--- config.mk ---
export PLATFORM = sky130hd
export DESIGN_NAME = two_stack_queue
export DESIGN_NICKNAME = d
export VERILOG_FILES = /design/src/hw/rtl/tsq_pkg.sv /design/src/hw/rtl/tsq_ram.sv /design/src/hw/rtl/tsq_datapath.sv /design/src/hw/rtl/tsq_ctrl.sv /design/src/hw/rtl/two_stack_queue.sv
export SDC_FILE = /design/constraint.sdc
export NUM_CORES = 1
export LEC_CHECK = 0
export ABC_CLOCK_PERIOD_IN_PS = 4650
export BUFFER_PORTS_ARGS = -buffer_cell sky130_fd_sc_hd__buf_2
export CAP_MARGIN = 10
export CORE_MARGIN = 3
export CORE_UTILIZATION = 56
export DETAILED_ROUTE_END_ITERATION = 7
export PLACE_DENSITY = 0.84
export SKIP_LAST_GASP = 1
export SYNTH_ARGS = -nofsm -noshare
export SYNTH_HDL_FRONTEND = slang
export SYNTH_SLANG_ARGS = --single-unit
--- constraint.sdc ---
create_clock -name clk -period 4.65 [get_ports clk]
set_input_delay 0.2325 -clock clk [delete_from_list [all_inputs] [get_ports clk]]
set_output_delay 0.2325 -clock clk [all_outputs]
set_load 0.05 [all_outputs]
--- src/hw/rtl/tsq_pkg.sv ---
// ----------------------------------------------------------------------------
// tsq_pkg
// shared types and codes for the two-stack queue: operation and status codes,
// and the command and status groups between controller and datapath
// ----------------------------------------------------------------------------
package tsq_pkg;

    localparam int DEPTH_DEF      = 8;
    localparam int DATA_WIDTH_DEF = 32;
    localparam int MODE_W         = 2;
    localparam int FIELD_W        = 32;

    localparam logic [MODE_W-1:0] MODE_ENQ  = 2'd0;
    localparam logic [MODE_W-1:0] MODE_DEQ  = 2'd1;
    localparam logic [MODE_W-1:0] MODE_PEEK = 2'd2;

    typedef enum logic [1:0] {
        ST_OK    = 2'd0,
        ST_FULL  = 2'd1,
        ST_EMPTY = 2'd2
    } status_t;

    // where the result word comes from
    typedef enum logic [1:0] {
        RES_ZERO = 2'd0,
        RES_POP  = 2'd1,
        RES_MOVE = 2'd2
    } res_sel_t;

    typedef struct packed {
        logic     item_load;
        logic     push_wr;
        logic     push_rd;
        logic     pop_wr;
        logic     pop_rd;
        logic     pop_dec;
        res_sel_t res_sel;
        status_t  res_status;
        logic     res_capture;
        logic     out_load;
        logic     out_from_hold;
    } dp_cmd_t;

    typedef struct packed {
        logic is_enq;
        logic is_deq;
        logic is_peek;
        logic push_full;
        logic push_empty;
        logic pop_empty;
    } dp_status_t;

endpackage

--- src/hw/rtl/tsq_ram.sv ---
// ----------------------------------------------------------------------------
// tsq_ram
// generic single-write, single-read RAM with registered read data
// ----------------------------------------------------------------------------
module tsq_ram #(
    parameter int WIDTH = 32,
    parameter int DEPTH = 8
) (
    input  logic                     clk,
    input  logic                     we,
    input  logic [$clog2(DEPTH)-1:0] waddr,
    input  logic [WIDTH-1:0]         wdata,
    input  logic                     re,
    input  logic [$clog2(DEPTH)-1:0] raddr,
    output logic [WIDTH-1:0]         rdata
);

    logic [WIDTH-1:0] mem [DEPTH];
    logic [WIDTH-1:0] rdata_reg;

    always_ff @(posedge clk)
    begin
        if (we)
        begin
            mem[waddr] <= wdata;
        end
        if (re)
        begin
            rdata_reg <= mem[raddr];
        end
    end

    assign rdata = rdata_reg;

endmodule

--- src/hw/rtl/tsq_datapath.sv ---
// ----------------------------------------------------------------------------
// tsq_datapath
// item register, the two stack memories with their counts, and the result and
// output registers
// ----------------------------------------------------------------------------
module tsq_datapath #(
    parameter int DEPTH      = tsq_pkg::DEPTH_DEF,
    parameter int DATA_WIDTH = tsq_pkg::DATA_WIDTH_DEF
) (
    input  logic                         clk,
    input  logic                         rst_n,
    input  tsq_pkg::dp_cmd_t             dp_cmd,
    output tsq_pkg::dp_status_t          dp_status,
    input  logic [tsq_pkg::MODE_W-1:0]   mode,
    input  logic [tsq_pkg::FIELD_W-1:0]  value,
    output logic [tsq_pkg::FIELD_W-1:0]  data_out,
    output logic [1:0]                   status
);

    localparam int AW    = $clog2(DEPTH);
    localparam int CW    = $clog2(DEPTH + 1);
    localparam int OUT_W = tsq_pkg::FIELD_W;

    logic [tsq_pkg::MODE_W-1:0] mode_reg;
    logic [DATA_WIDTH-1:0]      value_reg;

    logic [CW-1:0] push_cnt_reg, push_cnt_next;
    logic [CW-1:0] pop_cnt_reg, pop_cnt_next;
    logic [CW-1:0] push_top;
    logic [CW-1:0] pop_top;

    logic [DATA_WIDTH-1:0] push_rdata;
    logic [DATA_WIDTH-1:0] pop_rdata;
    logic [DATA_WIDTH-1:0] res_word;
    logic [OUT_W-1:0]      res_out;

    logic [OUT_W-1:0]  res_data_reg;
    tsq_pkg::status_t  res_status_reg;
    logic [OUT_W-1:0]  data_out_reg;
    tsq_pkg::status_t  status_reg;

    assign push_top = push_cnt_reg - CW'(1);
    assign pop_top  = pop_cnt_reg - CW'(1);

    tsq_ram #(
        .WIDTH (DATA_WIDTH),
        .DEPTH (DEPTH)
    ) u_push_ram (
        .clk   (clk),
        .we    (dp_cmd.push_wr),
        .waddr (push_cnt_reg[AW-1:0]),
        .wdata (value_reg),
        .re    (dp_cmd.push_rd),
        .raddr (push_top[AW-1:0]),
        .rdata (push_rdata)
    );

    // refill moves the word just read from the push stack straight across
    tsq_ram #(
        .WIDTH (DATA_WIDTH),
        .DEPTH (DEPTH)
    ) u_pop_ram (
        .clk   (clk),
        .we    (dp_cmd.pop_wr),
        .waddr (pop_cnt_reg[AW-1:0]),
        .wdata (push_rdata),
        .re    (dp_cmd.pop_rd),
        .raddr (pop_top[AW-1:0]),
        .rdata (pop_rdata)
    );

    always_comb
    begin
        push_cnt_next = push_cnt_reg;
        if (dp_cmd.push_wr)
        begin
            push_cnt_next = push_cnt_reg + CW'(1);
        end
        else if (dp_cmd.push_rd)
        begin
            push_cnt_next = push_cnt_reg - CW'(1);
        end
    end

    // a dequeue on the last refill step writes and pops in the same cycle
    always_comb
    begin
        case ({dp_cmd.pop_wr, dp_cmd.pop_dec})
            2'b10:   pop_cnt_next = pop_cnt_reg + CW'(1);
            2'b01:   pop_cnt_next = pop_cnt_reg - CW'(1);
            default: pop_cnt_next = pop_cnt_reg;
        endcase
    end

    always_comb
    begin
        case (dp_cmd.res_sel)
            tsq_pkg::RES_POP:  res_word = pop_rdata;
            tsq_pkg::RES_MOVE: res_word = push_rdata;
            default:           res_word = '0;
        endcase
    end

    assign res_out = OUT_W'(res_word);

    always_ff @(posedge clk or negedge rst_n)
    begin
        if (!rst_n)
        begin
            push_cnt_reg <= '0;
            pop_cnt_reg  <= '0;
        end
        else
        begin
            push_cnt_reg <= push_cnt_next;
            pop_cnt_reg  <= pop_cnt_next;
        end
    end

    always_ff @(posedge clk)
    begin
        if (dp_cmd.item_load)
        begin
            mode_reg  <= mode;
            value_reg <= DATA_WIDTH'(value);
        end
        if (dp_cmd.res_capture)
        begin
            res_data_reg   <= res_out;
            res_status_reg <= dp_cmd.res_status;
        end
        if (dp_cmd.out_load)
        begin
            if (dp_cmd.out_from_hold)
            begin
                data_out_reg <= res_data_reg;
                status_reg   <= res_status_reg;
            end
            else
            begin
                data_out_reg <= res_out;
                status_reg   <= dp_cmd.res_status;
            end
        end
    end

    assign dp_status.is_enq     = (mode_reg == tsq_pkg::MODE_ENQ);
    assign dp_status.is_deq     = (mode_reg == tsq_pkg::MODE_DEQ);
    assign dp_status.is_peek    = (mode_reg == tsq_pkg::MODE_PEEK);
    assign dp_status.push_full  = (push_cnt_reg == CW'(DEPTH));
    assign dp_status.push_empty = (push_cnt_reg == '0);
    assign dp_status.pop_empty  = (pop_cnt_reg == '0);

    assign data_out = data_out_reg;
    assign status   = status_reg;

`ifndef SYNTHESIS
    a_counts_bounded: assert property (@(posedge clk) disable iff (!rst_n)
        (push_cnt_reg <= CW'(DEPTH)) && (pop_cnt_reg <= CW'(DEPTH)))
        else $error("stack count beyond depth");

    a_push_not_full: assert property (@(posedge clk) disable iff (!rst_n)
        dp_cmd.push_wr |-> !dp_status.push_full)
        else $error("push onto full input stack");

    a_push_rd_nonempty: assert property (@(posedge clk) disable iff (!rst_n)
        dp_cmd.push_rd |-> !dp_status.push_empty && !dp_cmd.push_wr)
        else $error("read from empty input stack");

    a_pop_access_ok: assert property (@(posedge clk) disable iff (!rst_n)
        (dp_cmd.pop_rd |-> !dp_status.pop_empty) and
        (dp_cmd.pop_wr |-> pop_cnt_reg < CW'(DEPTH)))
        else $error("bad access to output stack");
`endif

endmodule

--- src/hw/rtl/tsq_ctrl.sv ---
// ----------------------------------------------------------------------------
// tsq_ctrl
// sequencer for one item at a time: decode, stack refill walk, result hand-off
// ----------------------------------------------------------------------------
module tsq_ctrl (
    input  logic                 clk,
    input  logic                 rst_n,
    input  logic                 in_valid,
    output logic                 in_stall,
    output logic                 out_valid,
    input  logic                 out_stall,
    input  tsq_pkg::dp_status_t  dp_status,
    output tsq_pkg::dp_cmd_t     dp_cmd
);

    typedef enum logic [2:0] {
        S_IDLE,
        S_CMD,
        S_READ,
        S_MOVE,
        S_HOLD
    } state_t;

    state_t state_reg, state_next;
    logic   out_valid_reg, out_valid_next;
    logic   out_free;
    logic   finish;

    assign out_free = !out_valid_reg || !out_stall;

    always_comb
    begin
        dp_cmd            = '0;
        dp_cmd.res_sel    = tsq_pkg::RES_ZERO;
        dp_cmd.res_status = tsq_pkg::ST_OK;
        state_next        = state_reg;
        finish            = 1'b0;

        unique case (state_reg)
            S_IDLE:
            begin
                if (in_valid)
                begin
                    dp_cmd.item_load = 1'b1;
                    state_next       = S_CMD;
                end
            end
            S_CMD:
            begin
                if (dp_status.is_enq)
                begin
                    finish = 1'b1;
                    if (dp_status.push_full)
                    begin
                        dp_cmd.res_status = tsq_pkg::ST_FULL;
                    end
                    else
                    begin
                        dp_cmd.push_wr = 1'b1;
                    end
                end
                else if (dp_status.is_deq || dp_status.is_peek)
                begin
                    if (!dp_status.pop_empty)
                    begin
                        dp_cmd.pop_rd = 1'b1;
                        state_next    = S_READ;
                    end
                    else if (dp_status.push_empty)
                    begin
                        finish            = 1'b1;
                        dp_cmd.res_status = tsq_pkg::ST_EMPTY;
                    end
                    else
                    begin
                        dp_cmd.push_rd = 1'b1;
                        state_next     = S_MOVE;
                    end
                end
                else
                begin
                    finish = 1'b1;
                end
            end
            S_READ:
            begin
                finish         = 1'b1;
                dp_cmd.res_sel = tsq_pkg::RES_POP;
                dp_cmd.pop_dec = dp_status.is_deq;
            end
            S_MOVE:
            begin
                // one word a cycle; the last word moved is the new front
                dp_cmd.pop_wr = 1'b1;
                if (!dp_status.push_empty)
                begin
                    dp_cmd.push_rd = 1'b1;
                end
                else
                begin
                    finish         = 1'b1;
                    dp_cmd.res_sel = tsq_pkg::RES_MOVE;
                    dp_cmd.pop_dec = dp_status.is_deq;
                end
            end
            S_HOLD:
            begin
                if (out_free)
                begin
                    dp_cmd.out_load      = 1'b1;
                    dp_cmd.out_from_hold = 1'b1;
                    state_next           = S_IDLE;
                end
            end
            default:
            begin
                state_next = S_IDLE;
            end
        endcase

        if (finish)
        begin
            if (out_free)
            begin
                dp_cmd.out_load = 1'b1;
                state_next      = S_IDLE;
            end
            else
            begin
                dp_cmd.res_capture = 1'b1;
                state_next         = S_HOLD;
            end
        end
    end

    always_comb
    begin
        if (dp_cmd.out_load)
        begin
            out_valid_next = 1'b1;
        end
        else if (!out_stall)
        begin
            out_valid_next = 1'b0;
        end
        else
        begin
            out_valid_next = out_valid_reg;
        end
    end

    always_ff @(posedge clk or negedge rst_n)
    begin
        if (!rst_n)
        begin
            state_reg     <= S_IDLE;
            out_valid_reg <= 1'b0;
        end
        else
        begin
            state_reg     <= state_next;
            out_valid_reg <= out_valid_next;
        end
    end

    assign in_stall  = (state_reg != S_IDLE);
    assign out_valid = out_valid_reg;

`ifndef SYNTHESIS
    a_no_overwrite: assert property (@(posedge clk) disable iff (!rst_n)
        (out_valid_reg && out_stall) |=> out_valid_reg)
        else $error("pending result lost");

    a_one_result: assert property (@(posedge clk) disable iff (!rst_n)
        dp_cmd.out_load |=> state_reg == S_IDLE)
        else $error("result loaded while item still in work");

    a_hold_has_result: assert property (@(posedge clk) disable iff (!rst_n)
        (state_reg == S_HOLD) |-> out_valid_reg)
        else $error("holding a result with the output register empty");
`endif

endmodule

--- src/hw/rtl/two_stack_queue.sv ---
// ----------------------------------------------------------------------------
// two_stack_queue
// first-in first-out queue made of two bounded stacks held in RAM
// ----------------------------------------------------------------------------
// One item is taken at a time and gives exactly one result. After acceptance
// in S_IDLE an enqueue, or an operation on an empty queue or on the unused
// mode, finishes in S_CMD; a dequeue or peek served from a non-empty output
// stack reads it in S_CMD and finishes in S_READ; a dequeue or peek that
// finds the output stack empty refills it in S_MOVE with the n words on the
// input stack (up to DEPTH), one word a cycle through the read port of the
// input stack RAM and the write port of the output stack RAM.
// The result sits in an output register, so the next item is taken while it
// waits; a stalled output only delays the item after that one.
module two_stack_queue #(
    parameter int DEPTH      = tsq_pkg::DEPTH_DEF,
    parameter int DATA_WIDTH = tsq_pkg::DATA_WIDTH_DEF
) (
    input  logic                         clk,
    input  logic                         rst_n,
    input  logic                         in_valid,
    output logic                         in_stall,
    input  logic [tsq_pkg::MODE_W-1:0]   mode,
    input  logic [tsq_pkg::FIELD_W-1:0]  value,
    output logic                         out_valid,
    input  logic                         out_stall,
    output logic [tsq_pkg::FIELD_W-1:0]  data_out,
    output logic [1:0]                   status
);

    tsq_pkg::dp_cmd_t    dp_cmd;
    tsq_pkg::dp_status_t dp_status;

    tsq_datapath #(
        .DEPTH      (DEPTH),
        .DATA_WIDTH (DATA_WIDTH)
    ) u_datapath (
        .clk       (clk),
        .rst_n     (rst_n),
        .dp_cmd    (dp_cmd),
        .dp_status (dp_status),
        .mode      (mode),
        .value     (value),
        .data_out  (data_out),
        .status    (status)
    );

    tsq_ctrl u_ctrl (
        .clk       (clk),
        .rst_n     (rst_n),
        .in_valid  (in_valid),
        .in_stall  (in_stall),
        .out_valid (out_valid),
        .out_stall (out_stall),
        .dp_status (dp_status),
        .dp_cmd    (dp_cmd)
    );

endmodule
==> results.py <==
metrics = {
    "placed_design": {
        "gp_congestion": 0.772,
        "portBuffers": 73,
        "hpwl_mm": 26.3,
    },
    "die": {
        "ios": 74,
        "die_w_um": 224,
        "start_util": 0.569,
        "die-area_um2": 50200,
        "rows": 79,
        "fp.coreArea_um2": 46800,
        "dieHeight_um": 224,
    },
    "synth": {
        "yosys-top-cells-area": "edfxtp_1, mux4_1, mux2_2",
        "ys_seq_elements": 690,
        "synth_nets": 1201,
        "synth_cells": 1152,
        "async_reset_ff_frac": 0.0174,
        "avgSynthCellArea_um2": 23.1,
        "synthSimpleGateAreaFrac": 0.0175,
        "synth_edf_count": 678,
        "ys_types": 48,
        "synth_mux_area_frac": 0.166,
        "yosys.area.top_type": "edfxtp_1",
        "synthFlopType": "edfxtp_1",
        "synth_compound_area_frac": 0.0145,
        "synth_common_cells": "edfxtp_1, mux4_1, mux2_2",
        "synth_top_family_by_area": "multiplexers",
        "netlist_area_um2": 26600,
        "synthAdderAreaFrac": 0.00517,
        "synth_most_common_cell": "edfxtp_1",
        "synthDominantCellAreaShare": 0.765,
        "synth_warnings": 0,
        "yosys.area_share.xor_xnor": 0.00296,
        "synth-seq-area-share": 0.776,
    },
    "global_routing": {
        "grt_max_degree": 71,
        "antenna_found_initial": 0,
        "overflow": 0,
        "track_usage": 0.210,
        "grt_pass1_wl_mm": 78.1,
        "grt_pass1_vias": 12600,
    },
    "cells_and_area": {
        "num-nets-final": 1357,
        "drive_gt1_frac": 0.254,
        "diodes": 0,
        "fill_cells": 2851,
        "area_growth_pct": 13.5,
        "reg.largest.list": "u_datapath.u_pop_ram.mem x256, u_datapath.u_push_ram.mem x256",
    },
    "clock_network": {
        "post_cts_resized": 0,
        "htree_levels": 3,
        "clk_path_buf_depth": 3,
        "clk_latency_ps": 600,
        "cts_tree": "built",
        "clockRootBuffer": "clkbuf_16",
        "clk_pin_slew_ps": 60,
        "numCtsBuffers": 67,
        "cts.sinks": 690,
    },
    "flow_run": {
        "drv_cap": 0,
    },
    "setup_path": {
        "cpLargestDelayFamily": "simple AND/OR/NAND/NOR gates",
        "path_class": "reg -> reg",
        "worstPathRequired_ps": 4850,
        "crit_buf_inv": 1,
        "cpPeakStageDelay_ps": 900,
        "worst_path_max_delay_cell": "nor2_4",
        "critPathLaunchType": "register",
        "crit_chain": "inv_1, ha_2, or3b_2, o22ai_2, a22oi_2, nor2_4",
        "worstSetupEndpointType": "register",
        "arrival_ps": 3520,
        "critPathMaxFanout": 34,
    },
    "drt": {
        "via_count": 12200,
        "routed_via_density": 6.19,
        "drtPass1Iterations": 5,
        "drt-initial-drc-count": 1337,
        "drc": 0,
        "ant_nets": 0,
        "wl_mm": 51.9,
        "avgRoutedWirePerCell_um": 26.4,
    },
    "power": {
        "powerDensity_nw_per_um2": 627,
        "peakVddDrop_v": 0.000379,
        "p_leak_nw": 10.1,
    },
    "timing": {
        "drv_slew": 0,
        "tightest_slew_ps": 1210,
        "fin_setup_tns_ps": 0,
        "fmax_mhz": 301,
        "finalHoldViolCount": 0,
        "post-route-period-util": 0.714,
        "rsz0062_at_grt": "false",
        "max_slew_margin": 0.194,
        "holdWs_ps": 69.1,
        "post-route-min-period_ps": 3320,
        "finalClockSkew_ps": 19.3,
        "setup_viol": 0,
    },
    "run_status": {
        "status": "finished clean",
    },
    "worst_hold_path": {
        "hp-class": "in -> async",
    },
}
cell families after synthesis:
kind of cell | count (synthesis)
buffers and inverters | 67
flip-flops | 690
AND/OR/NAND/NOR | 97
AO/OA/AOI/OAI | 52
XOR/XNOR | 9
adder cells (fa/ha/maj) | 11
multiplexers | 226
cells in the final DEF, fill, tap and decap left out, drive strengths merged, types with 2 or more instances in the layout:
cell         instances
a21o                 2
a21oi                3
a22oi               33
and2                 2
buf                104
bufinv               4
clkbuf              85
clkinv              22
clkinvlp             2
dfrtp               12
dlygate4sd3         36
edfxtp             678
ha                  11
inv                 20
mux2                96
mux2i                2
mux4               128
nand2               12
nand3                8
nor2                46
nor2b                3
nor3                10
nor3b                3
nor4                 2
o21ai                5
o22ai                4
or3                  3
or3b                 2
xnor2                4
xor2                 5
power breakdown:
part	internal (mW)	total, mW	switching [mW]
Combinational	2.28	5.16	2.89
Clock	2.97	5.21	2.24
Sequential	8.01	8.59	0.578
Total	13.3	19.0	5.70
path summary, 6_finish.rpt:
| path | endpoint | start | slack [ps] | cells after the start |
|---|---|---|---|---|
| worst min-delay path | u_datapath.push_cnt_reg[0] | rst_n | 70 | 2 |
| min in group clk | u_ctrl.state_reg[0] | in_valid | 110 | 4 |
| max in group asynchronous | u_datapath.pop_cnt_reg[0] | rst_n | 4310 | 2 |
| worst max register to register | u_datapath.res_data_reg[9] | u_datapath.push_cnt_reg[0] | 1330 | 6 |
| worst max-delay path | u_datapath.res_data_reg[9] | u_datapath.push_cnt_reg[0] | 1330 | 6 |
| worst min register to register | u_datapath.status[1] | u_datapath.res_status_reg[1] | 520 | 1 |
routing by layer:
metal | wire length [um] | GRT usage | up-vias
li1 | - | - | 5195
met3 | 3600 | 0.0329 | 105
met4 | 1590 | 0.0827 | 0
met2 | 26300 | 0.347 | 552
met1 | 20400 | 0.286 | 6311
met5 | 0 | 0 | -
final cells by class:
type                    instances  area [um2]  area share
flip-flops and latches        690       20700       0.684
well taps                     607         759      0.0251
inverters                      14        52.6     0.00174
clock buffers                  85        1800      0.0594
multi-input cells             395        5650       0.187
clock inverters                34         300     0.00994
repair buffers                140         996      0.0330
metrics by stage:
| step | utilization | setup slack, ps | power (mW) | area [um2] | cells |
|---|---|---|---|---|---|
| after floorplan | - | 157 | 12.5 | 26600 | 1152 |
| after global placement | 0.594 | 1460 | 13.6 | 27800 | 1810 |
| after detailed placement | 0.594 | 1350 | 13.7 | 27800 | 1810 |
| after CTS | 0.646 | 1310 | 19.1 | 30200 | 1965 |
| after global routing | 0.646 | 1150 | 19.7 | 30200 | 1965 |
| final | 0.646 | 1330 | 19.0 | 30200 | 1965 |
what timing repair did:
action / in CTS / in global routing
buffers inserted: 0 / 0
hold endpoints to repair: 47 / 0
hold buffers: 36 / 0
(Power assumes the default switching activity.)
